**config.mk**
```make
export PLATFORM = sky130hd
export DESIGN_NAME = learned_preheat_scheduler_flat
export DESIGN_NICKNAME = d
export VERILOG_FILES = /design/src/hw/rtl/lps_pkg.sv /design/src/hw/rtl/lps_if.sv /design/src/hw/rtl/lps_cfg.sv /design/src/hw/rtl/lps_ctrl.sv /design/src/hw/rtl/lps_dp.sv /design/src/hw/rtl/learned_preheat_scheduler.sv /design/src/flat_wrapper.sv
export SDC_FILE = /design/constraint.sdc
export NUM_CORES = 2
export LEC_CHECK = 0
export ABC_CLOCK_PERIOD_IN_PS = 6900
export CAP_MARGIN = 30
export CELL_PAD_IN_SITES_DETAIL_PLACEMENT = 1
export CELL_PAD_IN_SITES_GLOBAL_PLACEMENT = 1
export CORE_ASPECT_RATIO = 0.75
export CORE_MARGIN = 2
export CORE_UTILIZATION = 54
export DETAILED_ROUTE_END_ITERATION = 16
export DONT_BUFFER_PORTS = 1
export PLACE_DENSITY = 0.8
export RECOVER_POWER = 25
export SLEW_MARGIN = 20
export SYNTH_ARGS = -nofsm -noshare
export SYNTH_HDL_FRONTEND = slang
export SYNTH_SLANG_ARGS = --single-unit
```
**constraint.sdc**
```tcl
create_clock -name clk -period 6.9 [get_ports clk]
set_input_delay 1.035 -clock clk [delete_from_list [all_inputs] [get_ports clk]]
set_output_delay 1.035 -clock clk [all_outputs]
set_load 0.005 [all_outputs]
```
**src/hw/rtl/lps_pkg.sv**
```systemverilog
// Shared types, constants and helper functions of the learned preheat scheduler.
// Used by the channel interfaces and by every module of the block.
// No dependencies.
package lps_pkg;

  localparam int SLOT_COUNT = 96;
  localparam int COUNT_BITS = 16;
  localparam int DAY_MIN = 1440;
  localparam int SLOT_W = DAY_MIN / SLOT_COUNT;
  localparam int SLOT_BITS = $clog2(SLOT_COUNT);
  localparam int MIN_BITS = 11;
  localparam int DAY_BITS = 9;
  localparam int LAST_DAY_BITS = 10;
  localparam int TEMP_BITS = 12;
  localparam int TOTAL_BITS = 16;

  // Division by the slot width as a multiply by a rounded-up reciprocal.
  localparam int RECIP_SHIFT = 16;
  localparam int RECIP_BITS = RECIP_SHIFT + 1;
  localparam int SLOT_RECIP = (1 << RECIP_SHIFT) / SLOT_W + 1;
  localparam int PROD_BITS = MIN_BITS + RECIP_BITS;

  localparam logic [COUNT_BITS-1:0] CNT_MAX = '1;
  localparam logic [TOTAL_BITS-1:0] SAT16 = 16'hFFFF;
  localparam logic [LAST_DAY_BITS-1:0] NO_DAY = 10'h3FF;
  localparam logic signed [TEMP_BITS-1:0] HOT_LIMIT = 12'sd800;

  localparam int LEAD_BITS = 7;
  localparam int LEAD_BASE = 45;
  localparam int LEAD_STEP = 5;
  localparam int LEAD_MAX = 90;
  localparam int LEAD_FREE_SIZE = 2;
  localparam int LEAD_CAP_SIZE = LEAD_FREE_SIZE + (LEAD_MAX - LEAD_BASE) / LEAD_STEP;
  localparam int GRACE_MIN = 45;
  localparam int REL_COUNT = 3;
  localparam int REL_DAYS = 7;

  localparam int TARGETS = 4;
  localparam int TGT_BITS = $clog2(TARGETS);
  localparam int TCNT_BITS = 3;

  localparam int CFG_IDX_BITS = 3;
  localparam int CFG_DATA_BITS = 11;

  localparam logic [CFG_IDX_BITS-1:0] REG_MODE = 3'd0;
  localparam logic [CFG_IDX_BITS-1:0] REG_HOUSEHOLD = 3'd1;
  localparam logic [CFG_IDX_BITS-1:0] REG_TCOUNT = 3'd2;
  localparam logic [CFG_IDX_BITS-1:0] REG_TGT_A = 3'd3;
  localparam logic [CFG_IDX_BITS-1:0] REG_TGT_B = 3'd4;
  localparam logic [CFG_IDX_BITS-1:0] REG_TGT_C = 3'd5;
  localparam logic [CFG_IDX_BITS-1:0] REG_TGT_D = 3'd6;

  localparam logic [1:0] MODE_IDLE = 2'd0;
  localparam logic [1:0] MODE_READY_BY = 2'd1;
  localparam logic [1:0] MODE_SMART = 2'd2;

  localparam logic ACT_RECORD = 1'b0;
  localparam logic ACT_DECIDE = 1'b1;

  typedef struct packed {
    logic [1:0] operating_mode;
    logic [7:0] household_size;
    logic [TCNT_BITS-1:0] target_count;
    logic [TARGETS-1:0][MIN_BITS-1:0] target_minute;
  } cfg_t;

  typedef struct packed {
    logic action;
    logic [MIN_BITS-1:0] minute_of_day;
    logic [DAY_BITS-1:0] day_of_year;
    logic clock_synced;
    logic link_up;
    logic signed [TEMP_BITS-1:0] tank_temp_tenths;
    logic manual_on;
  } item_t;

  typedef struct packed {
    logic heat_request;
    logic history_reliable;
    logic have_history;
    logic [MIN_BITS-1:0] predicted_minute;
    logic [TOTAL_BITS-1:0] days_observed;
    logic [TOTAL_BITS-1:0] total_events;
  } result_t;

  // Controller to datapath.
  typedef struct packed {
    logic take_in;
    logic rd_slot;
    logic wr_slot;
    logic scan_rd;
    logic peak;
    logic dec_clear;
    logic dec_step;
    logic load_out;
  } cmd_t;

  // Datapath to controller.
  typedef struct packed {
    logic record_hit;
    logic is_decide;
    logic scan_last;
    logic dec_last;
  } sts_t;

  function automatic logic [MIN_BITS-1:0] wrap_minute(input logic [MIN_BITS-1:0] m);
    logic [MIN_BITS-1:0] r;
    r = m;
    if (m >= MIN_BITS'(DAY_MIN)) r = m - MIN_BITS'(DAY_MIN);
    return r;
  endfunction

  // Slot of an already wrapped minute, clamped to the last slot.
  function automatic logic [SLOT_BITS-1:0] slot_of(input logic [MIN_BITS-1:0] m);
    logic [PROD_BITS-1:0] prod;
    logic [MIN_BITS-1:0] q;
    prod = PROD_BITS'(m) * PROD_BITS'(SLOT_RECIP);
    q = MIN_BITS'(prod >> RECIP_SHIFT);
    if (q > MIN_BITS'(SLOT_COUNT - 1)) q = MIN_BITS'(SLOT_COUNT - 1);
    return q[SLOT_BITS-1:0];
  endfunction

  // Forward distance on the day circle, both operands below a day.
  function automatic logic [MIN_BITS-1:0] fwd_dist(input logic [MIN_BITS-1:0] from,
                                                    input logic [MIN_BITS-1:0] to);
    logic [MIN_BITS:0] d;
    d = {1'b0, to} + (MIN_BITS+1)'(DAY_MIN) - {1'b0, from};
    if (to >= from) d = {1'b0, to} - {1'b0, from};
    return d[MIN_BITS-1:0];
  endfunction

endpackage

```
**src/hw/rtl/lps_if.sv**
```systemverilog
// Channel interfaces of the learned preheat scheduler: item, result, configuration.
// Depends on lps_pkg for field widths.
interface lps_item_if;
  logic valid;
  logic ready;
  logic action;
  logic [lps_pkg::MIN_BITS-1:0] minute_of_day;
  logic [lps_pkg::DAY_BITS-1:0] day_of_year;
  logic clock_synced;
  logic link_up;
  logic signed [lps_pkg::TEMP_BITS-1:0] tank_temp_tenths;
  logic manual_on;
  modport source (output valid, action, minute_of_day, day_of_year, clock_synced, link_up,
                  tank_temp_tenths, manual_on, input ready);
  modport sink (input valid, action, minute_of_day, day_of_year, clock_synced, link_up,
                tank_temp_tenths, manual_on, output ready);
endinterface

interface lps_result_if;
  logic valid;
  logic ready;
  logic heat_request;
  logic history_reliable;
  logic have_history;
  logic [lps_pkg::MIN_BITS-1:0] predicted_minute;
  logic [lps_pkg::TOTAL_BITS-1:0] days_observed;
  logic [lps_pkg::TOTAL_BITS-1:0] total_events;
  modport source (output valid, heat_request, history_reliable, have_history,
                  predicted_minute, days_observed, total_events, input ready);
  modport sink (input valid, heat_request, history_reliable, have_history,
                predicted_minute, days_observed, total_events, output ready);
endinterface

interface lps_cfg_if;
  logic valid;
  logic ready;
  logic [lps_pkg::CFG_IDX_BITS-1:0] index;
  logic [lps_pkg::CFG_DATA_BITS-1:0] data;
  modport source (output valid, index, data, input ready);
  modport sink (input valid, index, data, output ready);
endinterface

```
**src/hw/rtl/lps_cfg.sv**
```systemverilog
// Configuration register file of the learned preheat scheduler.
// Depends on lps_pkg for register indexes and the cfg_t type.
module lps_cfg (
  input  logic clk,
  input  logic rst,
  input  logic wr_valid,
  input  logic [lps_pkg::CFG_IDX_BITS-1:0] wr_index,
  input  logic [lps_pkg::CFG_DATA_BITS-1:0] wr_data,
  output logic wr_ready,
  output lps_pkg::cfg_t regs
);

  assign wr_ready = 1'b1;

  always_ff @(posedge clk) begin
    if (rst) begin
      regs.operating_mode <= lps_pkg::MODE_IDLE;
      regs.household_size <= 8'd2;
      regs.target_count <= '0;
      regs.target_minute <= '0;
    end else if (wr_valid) begin
      unique case (wr_index)
        lps_pkg::REG_MODE:      regs.operating_mode <= wr_data[1:0];
        lps_pkg::REG_HOUSEHOLD: regs.household_size <= wr_data[7:0];
        lps_pkg::REG_TCOUNT:    regs.target_count <= wr_data[lps_pkg::TCNT_BITS-1:0];
        lps_pkg::REG_TGT_A:     regs.target_minute[0] <= wr_data;
        lps_pkg::REG_TGT_B:     regs.target_minute[1] <= wr_data;
        lps_pkg::REG_TGT_C:     regs.target_minute[2] <= wr_data;
        lps_pkg::REG_TGT_D:     regs.target_minute[3] <= wr_data;
        default: begin
        end
      endcase
    end
  end

endmodule

```
**src/hw/rtl/lps_ctrl.sv**
```systemverilog
// Sequencing state machine of the learned preheat scheduler.
// Depends on lps_pkg for the command and status structs.
module lps_ctrl (
  input  logic clk,
  input  logic rst,
  input  logic item_valid,
  output logic item_ready,
  output logic res_valid,
  input  logic res_ready,
  input  lps_pkg::sts_t sts,
  output lps_pkg::cmd_t cmd
);

  localparam logic [2:0] ST_IDLE  = 3'd0;
  localparam logic [2:0] ST_RD    = 3'd1;
  localparam logic [2:0] ST_WR    = 3'd2;
  localparam logic [2:0] ST_SCAN  = 3'd3;
  localparam logic [2:0] ST_DRAIN = 3'd4;
  localparam logic [2:0] ST_PEAK  = 3'd5;
  localparam logic [2:0] ST_DEC   = 3'd6;
  localparam logic [2:0] ST_OUT   = 3'd7;

  logic [2:0] state;
  logic [2:0] state_next;
  logic out_free;

  assign item_ready = (state == ST_IDLE);
  assign out_free = !res_valid || res_ready;

  always_comb begin
    state_next = state;
    cmd = '0;
    unique case (state)
      ST_IDLE: begin
        cmd.take_in = item_valid;
        if (item_valid) state_next = ST_RD;
      end
      ST_RD: begin
        cmd.rd_slot = sts.record_hit;
        state_next = sts.record_hit ? ST_WR : ST_SCAN;
      end
      ST_WR: begin
        cmd.wr_slot = 1'b1;
        state_next = ST_SCAN;
      end
      ST_SCAN: begin
        cmd.scan_rd = 1'b1;
        if (sts.scan_last) state_next = ST_DRAIN;
      end
      ST_DRAIN: begin
        state_next = ST_PEAK;
      end
      ST_PEAK: begin
        cmd.peak = 1'b1;
        cmd.dec_clear = sts.is_decide;
        state_next = sts.is_decide ? ST_DEC : ST_OUT;
      end
      ST_DEC: begin
        cmd.dec_step = 1'b1;
        if (sts.dec_last) state_next = ST_OUT;
      end
      ST_OUT: begin
        cmd.load_out = out_free;
        if (out_free) state_next = ST_IDLE;
      end
      default: state_next = ST_IDLE;
    endcase
  end

  always_ff @(posedge clk) begin
    if (rst) begin
      state <= ST_IDLE;
      res_valid <= 1'b0;
    end else begin
      state <= state_next;
      if (cmd.load_out) begin
        res_valid <= 1'b1;
      end else if (res_ready) begin
        res_valid <= 1'b0;
      end
    end
  end

endmodule

```
**src/hw/rtl/lps_dp.sv**
```systemverilog
// Datapath of the learned preheat scheduler: slot histogram memory, counters,
// peak scan, heat decision unit and result register. Depends on lps_pkg.
module lps_dp (
  input  logic clk,
  input  logic rst,
  input  lps_pkg::cfg_t regs,
  input  lps_pkg::item_t item_in,
  input  lps_pkg::cmd_t cmd,
  output lps_pkg::sts_t sts,
  output lps_pkg::result_t res
);

  // Histogram memory; an entry never written since reset reads as zero.
  logic [lps_pkg::COUNT_BITS-1:0] mem [lps_pkg::SLOT_COUNT];
  logic [lps_pkg::SLOT_COUNT-1:0] slot_vld;
  logic [lps_pkg::COUNT_BITS-1:0] mem_q;
  logic vld_q;
  logic [lps_pkg::COUNT_BITS-1:0] rd_count;
  logic [lps_pkg::COUNT_BITS-1:0] wr_count;
  logic [lps_pkg::SLOT_BITS-1:0] rd_addr;

  lps_pkg::item_t item;
  logic [lps_pkg::MIN_BITS-1:0] minute;
  logic [lps_pkg::SLOT_BITS-1:0] slot;

  logic [lps_pkg::TOTAL_BITS-1:0] event_total;
  logic [lps_pkg::TOTAL_BITS-1:0] day_total;
  logic [lps_pkg::LAST_DAY_BITS-1:0] last_day;

  logic [lps_pkg::SLOT_BITS-1:0] scan_cnt;
  logic cmp_vld;
  logic [lps_pkg::SLOT_BITS-1:0] cmp_idx;
  logic [lps_pkg::COUNT_BITS-1:0] best_count;
  logic [lps_pkg::SLOT_BITS-1:0] best_slot;

  logic pk_have;
  logic pk_rel;
  logic [lps_pkg::MIN_BITS-1:0] pk_min;

  logic heat;
  logic [lps_pkg::TGT_BITS-1:0] tgt_idx;
  logic [lps_pkg::LEAD_BITS-1:0] lead;
  logic [lps_pkg::TCNT_BITS-1:0] n_tgt;
  logic gate;
  logic [lps_pkg::MIN_BITS-1:0] tgt;
  logic hit;
  logic active;

  assign rd_addr = cmd.scan_rd ? scan_cnt : slot;
  assign rd_count = vld_q ? mem_q : '0;
  assign wr_count = (rd_count == lps_pkg::CNT_MAX) ? rd_count : rd_count + 1'b1;

  always_ff @(posedge clk) begin
    if (cmd.wr_slot) mem[slot] <= wr_count;
    if (cmd.rd_slot || cmd.scan_rd) mem_q <= mem[rd_addr];
  end

  always_ff @(posedge clk) begin
    if (rst) begin
      slot_vld <= '0;
      vld_q <= 1'b0;
    end else begin
      if (cmd.wr_slot) slot_vld[slot] <= 1'b1;
      if (cmd.rd_slot || cmd.scan_rd) vld_q <= slot_vld[rd_addr];
    end
  end

  // Item capture; the slot index comes from the wrapped minute.
  always_ff @(posedge clk) begin
    if (cmd.take_in) begin
      item <= item_in;
      minute <= lps_pkg::wrap_minute(item_in.minute_of_day);
      slot <= lps_pkg::slot_of(lps_pkg::wrap_minute(item_in.minute_of_day));
    end
  end

  assign sts.record_hit = (item.action == lps_pkg::ACT_RECORD) && item.clock_synced;
  assign sts.is_decide = (item.action == lps_pkg::ACT_DECIDE);
  assign sts.scan_last = (scan_cnt == lps_pkg::SLOT_BITS'(lps_pkg::SLOT_COUNT - 1));
  assign sts.dec_last = (tgt_idx == lps_pkg::TGT_BITS'(lps_pkg::TARGETS - 1));

  always_ff @(posedge clk) begin
    if (rst) begin
      event_total <= '0;
      day_total <= '0;
      last_day <= lps_pkg::NO_DAY;
    end else if (cmd.wr_slot) begin
      if (event_total != lps_pkg::SAT16) event_total <= event_total + 1'b1;
      if ({1'b0, item.day_of_year} != last_day) begin
        if (day_total != lps_pkg::SAT16) day_total <= day_total + 1'b1;
        last_day <= {1'b0, item.day_of_year};
      end
    end
  end

  // Peak scan: one slot read per cycle, compared in the cycle after its read.
  // A strict compare keeps the lowest slot among equal maxima.
  always_ff @(posedge clk) begin
    if (rst) begin
      cmp_vld <= 1'b0;
    end else begin
      cmp_vld <= cmd.scan_rd;
    end
  end

  always_ff @(posedge clk) begin
    cmp_idx <= scan_cnt;
    if (cmd.take_in) begin
      scan_cnt <= '0;
      best_count <= '0;
      best_slot <= '0;
    end else begin
      if (cmd.scan_rd && !sts.scan_last) scan_cnt <= scan_cnt + 1'b1;
      if (cmp_vld && (rd_count > best_count)) begin
        best_count <= rd_count;
        best_slot <= cmp_idx;
      end
    end
  end

  always_ff @(posedge clk) begin
    if (cmd.peak) begin
      pk_have <= (best_count != '0);
      pk_rel <= (best_count != '0) &&
                (best_count >= lps_pkg::COUNT_BITS'(lps_pkg::REL_COUNT)) &&
                (day_total >= lps_pkg::TOTAL_BITS'(lps_pkg::REL_DAYS));
      if (best_count != '0) begin
        pk_min <= lps_pkg::MIN_BITS'(best_slot) * lps_pkg::MIN_BITS'(lps_pkg::SLOT_W)
                  + lps_pkg::MIN_BITS'(lps_pkg::SLOT_W / 2);
      end else begin
        pk_min <= '0;
      end
    end
  end

  // Lead grows by a fixed step per person above two, up to a cap.
  always_comb begin
    if (regs.household_size >= 8'(lps_pkg::LEAD_CAP_SIZE)) begin
      lead = lps_pkg::LEAD_BITS'(lps_pkg::LEAD_MAX);
    end else if (regs.household_size > 8'(lps_pkg::LEAD_FREE_SIZE)) begin
      lead = lps_pkg::LEAD_BITS'(lps_pkg::LEAD_BASE) + lps_pkg::LEAD_BITS'(lps_pkg::LEAD_STEP)
             * (lps_pkg::LEAD_BITS'(regs.household_size)
                - lps_pkg::LEAD_BITS'(lps_pkg::LEAD_FREE_SIZE));
    end else begin
      lead = lps_pkg::LEAD_BITS'(lps_pkg::LEAD_BASE);
    end
  end

  always_comb begin
    case (regs.operating_mode)
      lps_pkg::MODE_READY_BY: begin
        n_tgt = (regs.target_count > lps_pkg::TCNT_BITS'(lps_pkg::TARGETS))
                ? lps_pkg::TCNT_BITS'(lps_pkg::TARGETS) : regs.target_count;
      end
      lps_pkg::MODE_SMART: n_tgt = pk_rel ? lps_pkg::TCNT_BITS'(1) : '0;
      default: n_tgt = '0;
    endcase
  end

  assign gate = item.link_up && item.clock_synced && !item.manual_on &&
                (item.tank_temp_tenths < lps_pkg::HOT_LIMIT);
  assign tgt = (regs.operating_mode == lps_pkg::MODE_SMART) ? pk_min
               : lps_pkg::wrap_minute(regs.target_minute[tgt_idx]);
  assign hit = (lps_pkg::fwd_dist(minute, tgt) <= lps_pkg::MIN_BITS'(lead)) ||
               (lps_pkg::fwd_dist(tgt, minute) <= lps_pkg::MIN_BITS'(lps_pkg::GRACE_MIN));
  assign active = gate && (lps_pkg::TCNT_BITS'(tgt_idx) < n_tgt);

  // Heat decision: one target checked per cycle.
  always_ff @(posedge clk) begin
    if (rst) begin
      heat <= 1'b0;
    end else if (cmd.dec_clear) begin
      heat <= 1'b0;
    end else if (cmd.dec_step && active && hit) begin
      heat <= 1'b1;
    end
  end

  always_ff @(posedge clk) begin
    if (cmd.take_in) begin
      tgt_idx <= '0;
    end else if (cmd.dec_step && !sts.dec_last) begin
      tgt_idx <= tgt_idx + 1'b1;
    end
  end

  always_ff @(posedge clk) begin
    if (cmd.load_out) begin
      res.heat_request <= heat;
      res.history_reliable <= pk_rel;
      res.have_history <= pk_have;
      res.predicted_minute <= pk_min;
      res.days_observed <= day_total;
      res.total_events <= event_total;
    end
  end

  // A new day is only counted together with a recorded shower.
  a_days_le_events: assert property (@(posedge clk) disable iff (rst)
    day_total <= event_total)
    else $error("day count exceeds event count");

  a_events_monotonic: assert property (@(posedge clk) disable iff (rst)
    !$past(rst) |-> event_total >= $past(event_total))
    else $error("event total decreased");

  a_scan_restart: assert property (@(posedge clk) disable iff (rst)
    cmd.take_in |=> (best_count == '0) && (scan_cnt == '0))
    else $error("peak scan not restarted for a new request");

  a_port_exclusive: assert property (@(posedge clk) disable iff (rst)
    !(cmd.wr_slot && (cmd.scan_rd || cmd.rd_slot)))
    else $error("histogram write overlaps a read");

  a_heat_gated: assert property (@(posedge clk) disable iff (rst)
    (cmd.dec_step && !gate) |=> !heat)
    else $error("heat requested with the decision gate closed");

endmodule

```
**src/hw/rtl/learned_preheat_scheduler.sv**
```systemverilog
// Learned preheat scheduler top level.
// Channels: item (sink) carries record and decide requests, result (source) returns
// one result per request, cfg (sink) writes the seven configuration registers.
// Every channel moves a request at a rising edge where valid and ready are both high.
// One request is in work at a time. After acceptance the block reads the slot
// histogram one entry per cycle through the single read port of the 96-entry
// histogram memory to find the peak; a synced record request first reads and
// increments the count of its slot, and a decide request then checks the targets.
// The next request is taken in the cycle after the result is loaded.
// The result register holds its value while the receiver stalls; a new request is
// accepted meanwhile, and its result waits until the previous one is taken.
// Reset (rst, synchronous, active high) clears the histogram through per-slot valid
// bits, zeroes the event and day counters and the heat request, and loads register
// defaults; the block accepts requests in the cycle after reset. Configuration
// writes are always ready and should be issued only while no request is in work.
// Depends on lps_pkg, lps_if, lps_cfg, lps_ctrl and lps_dp.
module learned_preheat_scheduler (
  input logic clk,
  input logic rst,
  lps_item_if.sink item,
  lps_result_if.source result,
  lps_cfg_if.sink cfg
);

  lps_pkg::cfg_t regs;
  lps_pkg::cmd_t cmd;
  lps_pkg::sts_t sts;
  lps_pkg::item_t item_in;
  lps_pkg::result_t res;

  assign item_in.action = item.action;
  assign item_in.minute_of_day = item.minute_of_day;
  assign item_in.day_of_year = item.day_of_year;
  assign item_in.clock_synced = item.clock_synced;
  assign item_in.link_up = item.link_up;
  assign item_in.tank_temp_tenths = item.tank_temp_tenths;
  assign item_in.manual_on = item.manual_on;

  lps_cfg u_cfg (
    .clk      (clk),
    .rst      (rst),
    .wr_valid (cfg.valid),
    .wr_index (cfg.index),
    .wr_data  (cfg.data),
    .wr_ready (cfg.ready),
    .regs     (regs)
  );

  lps_ctrl u_ctrl (
    .clk        (clk),
    .rst        (rst),
    .item_valid (item.valid),
    .item_ready (item.ready),
    .res_valid  (result.valid),
    .res_ready  (result.ready),
    .sts        (sts),
    .cmd        (cmd)
  );

  lps_dp u_dp (
    .clk     (clk),
    .rst     (rst),
    .regs    (regs),
    .item_in (item_in),
    .cmd     (cmd),
    .sts     (sts),
    .res     (res)
  );

  assign result.heat_request = res.heat_request;
  assign result.history_reliable = res.history_reliable;
  assign result.have_history = res.have_history;
  assign result.predicted_minute = res.predicted_minute;
  assign result.days_observed = res.days_observed;
  assign result.total_events = res.total_events;

endmodule
```
**src/flat_wrapper.sv**
```systemverilog
// flat-port wrapper written by rule: the top's interface ports become plain ports
module learned_preheat_scheduler_flat 
  (clk, rst, item_valid, item_action, item_minute_of_day, item_day_of_year, item_clock_synced, item_link_up, item_tank_temp_tenths, item_manual_on, item_ready, result_valid, result_heat_request, result_history_reliable, result_have_history, result_predicted_minute, result_days_observed, result_total_events, result_ready, cfg_valid, cfg_index, cfg_data, cfg_ready);
  lps_item_if item_i ();
  lps_result_if result_i ();
  lps_cfg_if cfg_i ();
  input logic clk;
  input logic rst;
  input wire logic [$bits(item_i.valid)-1:0] item_valid;
  input wire logic [$bits(item_i.action)-1:0] item_action;
  input wire logic [$bits(item_i.minute_of_day)-1:0] item_minute_of_day;
  input wire logic [$bits(item_i.day_of_year)-1:0] item_day_of_year;
  input wire logic [$bits(item_i.clock_synced)-1:0] item_clock_synced;
  input wire logic [$bits(item_i.link_up)-1:0] item_link_up;
  input wire logic [$bits(item_i.tank_temp_tenths)-1:0] item_tank_temp_tenths;
  input wire logic [$bits(item_i.manual_on)-1:0] item_manual_on;
  output wire logic [$bits(item_i.ready)-1:0] item_ready;
  output wire logic [$bits(result_i.valid)-1:0] result_valid;
  output wire logic [$bits(result_i.heat_request)-1:0] result_heat_request;
  output wire logic [$bits(result_i.history_reliable)-1:0] result_history_reliable;
  output wire logic [$bits(result_i.have_history)-1:0] result_have_history;
  output wire logic [$bits(result_i.predicted_minute)-1:0] result_predicted_minute;
  output wire logic [$bits(result_i.days_observed)-1:0] result_days_observed;
  output wire logic [$bits(result_i.total_events)-1:0] result_total_events;
  input wire logic [$bits(result_i.ready)-1:0] result_ready;
  input wire logic [$bits(cfg_i.valid)-1:0] cfg_valid;
  input wire logic [$bits(cfg_i.index)-1:0] cfg_index;
  input wire logic [$bits(cfg_i.data)-1:0] cfg_data;
  output wire logic [$bits(cfg_i.ready)-1:0] cfg_ready;
  assign item_i.valid = item_valid;
  assign item_i.action = item_action;
  assign item_i.minute_of_day = item_minute_of_day;
  assign item_i.day_of_year = item_day_of_year;
  assign item_i.clock_synced = item_clock_synced;
  assign item_i.link_up = item_link_up;
  assign item_i.tank_temp_tenths = item_tank_temp_tenths;
  assign item_i.manual_on = item_manual_on;
  assign item_ready = item_i.ready;
  assign result_valid = result_i.valid;
  assign result_heat_request = result_i.heat_request;
  assign result_history_reliable = result_i.history_reliable;
  assign result_have_history = result_i.have_history;
  assign result_predicted_minute = result_i.predicted_minute;
  assign result_days_observed = result_i.days_observed;
  assign result_total_events = result_i.total_events;
  assign result_i.ready = result_ready;
  assign cfg_i.valid = cfg_valid;
  assign cfg_i.index = cfg_index;
  assign cfg_i.data = cfg_data;
  assign cfg_ready = cfg_i.ready;
  learned_preheat_scheduler u_core (.clk(clk), .rst(rst), .item(item_i), .result(result_i), .cfg(cfg_i));
endmodule
```
==> impl_summary.txt <==
----------------------------------------------------
[Detailed routing]
  First-pass iteration count of the detailed router ... 6
  Vias after detailed routing ... 51,266
  Average routed wire per standard cell ... 31.8 um
  Post-route ant nets ... 0
  DR DRC count ... 0
  Average vias per placed instance ... 6.61
  Routed WL ... 246,000 um
  First DRT Iteration DRCs ... 6,807

[Logic synthesis]
  Fraction of synthesized cell area taken by the top area cell type ... 62.9%
  Most area-consuming cells after synthesis ... sky130_fd_sc_hd__edfxtp_1 63%, sky130_fd_sc_hd__mux4_2 6.2%, sky130_fd_sc_hd__dfxtp_1 6.1%
  Combined area of all synthesized cells ... 78,700 um2
  Post-Synthesis Mean Instance Area ... 14.1 um2
  Post-synthesis mux area share ... 7.32%
  Async set or reset register ratio after synthesis ... 0%
  Synthesized instance count ... 5,579
  Cell type with the largest total area after synthesis ... sky130_fd_sc_hd__edfxtp_1
  Compound-Gate Fraction of Synth Area ... 5.17%
  Most repeated cell in the gate-level netlist after synthesis ... sky130_fd_sc_hd__edfxtp_1
  Combinational family with the most area after synthesis ... simple AND/OR/NAND/NOR gates
  Library cells used by synthesis ... 78
  Post-synthesis simple-gate area fraction ... 11.3%
  Post-synthesis share of cell area spent on full adders, half adders and majority gates ... 3.39%
  Top post-synthesis cells by count ... 1,649 x sky130_fd_sc_hd__edfxtp_1, 1,007 x sky130_fd_sc_hd__nand2_1, 452 x sky130_fd_sc_hd__nand3_1
  Ys flop type ... sky130_fd_sc_hd__edfxtp_1
  Post-synth net total ... 5,823
  Sequential share of the synthesized area ... 69.1%
  Number of synthesized flops with an enable pin ... 1,649
  Post-synthesis xor/xnor area fraction ... 1.16%
  Flops & latches, synth ... 1,890
  Yosys warning count ... 0

[Power]
  Total leakage power ... 0.0296 uW
  VDD IR max ... 0.330 mV
  Power density normalized to cell area ... 331 nW/um2

[Setup path]
  Critical path class ... reg -> reg
  Peak fanout along the critical path ... 12
  List of cells traversed by the critical path ... mux4_2, nor4_1, nand3_1, a21oi_1, o21ai_0, nor2_1, xnor2_1, o21ai_0, ha_1, and2_1, a221o_1, a31oi_1, o211a_1, nor2_1, a21oi_1, ha_1, o21a_1, o31ai_1, a21oi_1, o31ai_1, nand3b_1, a211o_1, nand3_1, a41o_1
  Sum of buffers and inverters on the critical path ... 0
  Critical path's most frequent cell ... sky130_fd_sc_hd__a21oi_1
  CP Launch Type ... flip-flop
  Type of destination of the critical path ... flip-flop
  Endpoint arrival time on the critical path ... 7.15 ns
  Data required, critical path ... 7.68 ns
  Cell at the slowest stage of the critical path ... sky130_fd_sc_hd__dfxtp_1
  Longest individual stage delay on the worst path ... 0.72 ns
  Family of cells with the greatest summed delay on the critical path ... compound AO/OA/AOI/OAI gates

[STA]
  Final setup violation count ... 0
  Final number of max-transition violations ... 264
  Transition at the pin with the smallest max-transition slack ... 2.63 ns
  Maximum clock frequency ... 157 MHz
  Clock skew ... 0.0432 ns
  Final critical delay including setup and external delays ... 6.38 ns
  Period Utilization, post-route ... 92.4%
  Hold Slack ... 0.279 ns
  Final TNS setup ... 0 ns
  Hold Vio Cnt, Final ... 0
  RSZ-0062 raised after global routing ... false
  Rel. slew slack ... -75.1%

[Floorplan]
  Die width ... 445 um
  # IOs ... 104
  Core outline area ... 145,000 um2
  Total number of placement rows ... 121
  Area of the die ... 149,000 um2
  Die span in y ... 335 um
  Initial standard-cell utilization of the core ... 54.3%

[Placement]
  Area of placed instances ... 81,700 um2
  Total of buffers placed on input and output ports ... 0
  DPL Wire Length ... 155,000 um
  Placed Instances ... 7,411
  Routability congestion estimate from global placement ... 0.916

[Global routing]
  Global-route usage over all layers ... 33.1%
  Maximum number of pins on one net before global-route repair ... 105
  Wire length of the first global-routing pass ... 358,000 um
  Vias in the first global route ... 52,778
  Number of antenna violations at the first check in global routing ... 11
  Total gr overflow ... 0

[Hold path]
  Hold/Removal Path Class ... in -> reg

[Clock tree]
  Number of buffers added by the clock tree synthesis step ... 178
  PostCTS Resize Cnt ... 0
  Clk_lat worst skew ... 0.87 ns
  Clock tree buffer depth ... 3
  Clk sink count ... 1,890
  Worst-path clk slew ... 0.06 ns
  Postcts setup bufs ... 0
  H-tree level count ... 4
  CTS root buffer ... sky130_fd_sc_hd__clkbuf_16
  Hold-fix buffers, CTS ... 0
  TritonCTS clock tree ... yes

[Final layout]
  Area growth from synthesis to layout ... 11.2%
  Share of layout cells above drive strength 1 ... 11.9%
  Non-Filler Cell Area, Final ... 87,500 um2
  Number of non-filler instances in the completed layout ... 7,756
  Net count reported at finish ... 5,942
  FILL cells ... 13,466

[Outcome]
  Run status ... finished, violations left
  Violated checks ... capacitance limit, slew limit

[Flow run]
  Max capacitance violation total ... 13

----------------------------------------------------
final cells by class:
type                    count  area (um2)  share of cell area, %
clock buffers             259        5080                   5.81
well taps                1906        2380                   2.72
diodes                      3        7.51                0.00858
clock inverters            70         803                  0.918
repair buffers            231        1740                   1.99
multi-input cells        3257       22600                   25.9
inverters                 140         528                  0.603
flip-flops and latches   1890       54300                   62.1
per-stage QoR:
stage / power, uW / setup slack (ns) / utilization, %
finish: 29000 / 0.523 / 60.4
global route: 29700 / 0.0295 / 60.4
CTS: 28800 / 0.370 / 60.4
detailed placement: 18900 / 0.421 / 56.4
global placement: 18600 / 0.435 / 56.3
floorplan: 16700 / 1.15 / -
state kept, by name, indices dropped and copies added (netlist names), 2 cells and up:
signal,cells
u_core.u_dp.mem,1536
u_core.u_dp.slot_vld,96
u_core.u_cfg.regs,57
u_core.u_dp.res,46
u_core.u_dp.item,19
u_core.u_dp.best_count,16
u_core.u_dp.day_total,16
u_core.u_dp.event_total,16
u_core.u_dp.mem_q,16
u_core.u_dp.minute,11
u_core.u_dp.pk_min,11
u_core.u_dp.last_day,10
u_core.u_dp.best_slot,7
u_core.u_dp.cmp_idx,7
u_core.u_dp.scan_cnt,7
u_core.u_dp.slot,7
u_core.u_ctrl.state,3
u_core.u_dp.tgt_idx,2
final timing paths:
path / slack [ns] / from / cells after the start / endpoint
worst max-delay path: 0.52 / u_core.u_dp.tgt_idx[0]$_SDFFE_PP0P_ / 24 / u_core.u_dp.heat$_SDFFE_PP0P_
worst min-delay path: 0.28 / rst / 1 / u_core.u_cfg.regs[46]$_SDFFE_PP0P_
worst max register to register: 0.52 / u_core.u_dp.tgt_idx[0]$_SDFFE_PP0P_ / 24 / u_core.u_dp.heat$_SDFFE_PP0P_
worst min register to register: 0.41 / u_core.u_dp.scan_cnt[4]$_SDFFE_PP0P_ / 0 / u_core.u_dp.cmp_idx[4]$_DFF_P_
kinds of logic (layout without fill, tap and decap cells):
kind of cell | Yosys count | count (layout)
other | 1 | 4
AO/OA/AOI/OAI | 627 | 627
flip-flops | 1890 | 1890
buffers and inverters | 432 | 700
multiplexers | 300 | 300
AND/OR/NAND/NOR | 2034 | 2034
XOR/XNOR | 104 | 104
adder cells (fa/ha/maj) | 191 | 191
placed cells by master (no fill, tap or decap), types with 19 or more instances in the layout:
cell | synthesis | layout
sky130_fd_sc_hd__xor2_1 | 36 | 34
sky130_fd_sc_hd__o21a_1 | 94 | 94
sky130_fd_sc_hd__dfxtp_1 | 241 | 240
sky130_fd_sc_hd__clkbuf_16 | 0 | 189
sky130_fd_sc_hd__o22ai_1 | 42 | 42
sky130_fd_sc_hd__xnor2_1 | 68 | 58
sky130_fd_sc_hd__a21oi_1 | 203 | 202
sky130_fd_sc_hd__fa_1 | 38 | 38
sky130_fd_sc_hd__nand3_1 | 452 | 451
sky130_fd_sc_hd__clkinv_1 | 0 | 20
sky130_fd_sc_hd__and3_1 | 22 | 22
sky130_fd_sc_hd__nand4_1 | 55 | 55
sky130_fd_sc_hd__a31oi_1 | 42 | 41
sky130_fd_sc_hd__nand2_1 | 1007 | 1005
sky130_fd_sc_hd__clkbuf_1 | 140 | 119
sky130_fd_sc_hd__clkinv_2 | 0 | 20
sky130_fd_sc_hd__o211ai_1 | 23 | 23
sky130_fd_sc_hd__buf_4 | 24 | 145
sky130_fd_sc_hd__mux2i_1 | 72 | 69
sky130_fd_sc_hd__mux4_2 | 218 | 218
sky130_fd_sc_hd__nor2b_1 | 19 | 19
sky130_fd_sc_hd__inv_1 | 139 | 139
sky130_fd_sc_hd__ha_1 | 151 | 151
sky130_fd_sc_hd__a22oi_1 | 30 | 30
sky130_fd_sc_hd__nor4_1 | 47 | 47
sky130_fd_sc_hd__nor2_1 | 293 | 287
sky130_fd_sc_hd__edfxtp_1 | 1649 | 1649
sky130_fd_sc_hd__and2_1 | 23 | 20
sky130_fd_sc_hd__o21ai_0 | 61 | 61
sky130_fd_sc_hd__nor3_1 | 42 | 41
report_power, final:
group          leakage (uW)  internal, uW  switching, uW
Combinational        0.0104          1920           4280
Clock               0.00287          5690           4380
Sequential           0.0164         12600            128
Total                0.0296         20200           8790
routing by layer:
| layer | vias up | global-route usage [%] | wire, um |
|---|---|---|---|
| met5 | - | 0 | 68 |
| met4 | 10 | 13.5 | 10400 |
| met3 | 603 | 8.80 | 29100 |
| met2 | 3195 | 49.8 | 111000 |
| met1 | 26390 | 46.0 | 96100 |
| li1 | 21068 | - | - |
Power figures use the tool's default switching activity.
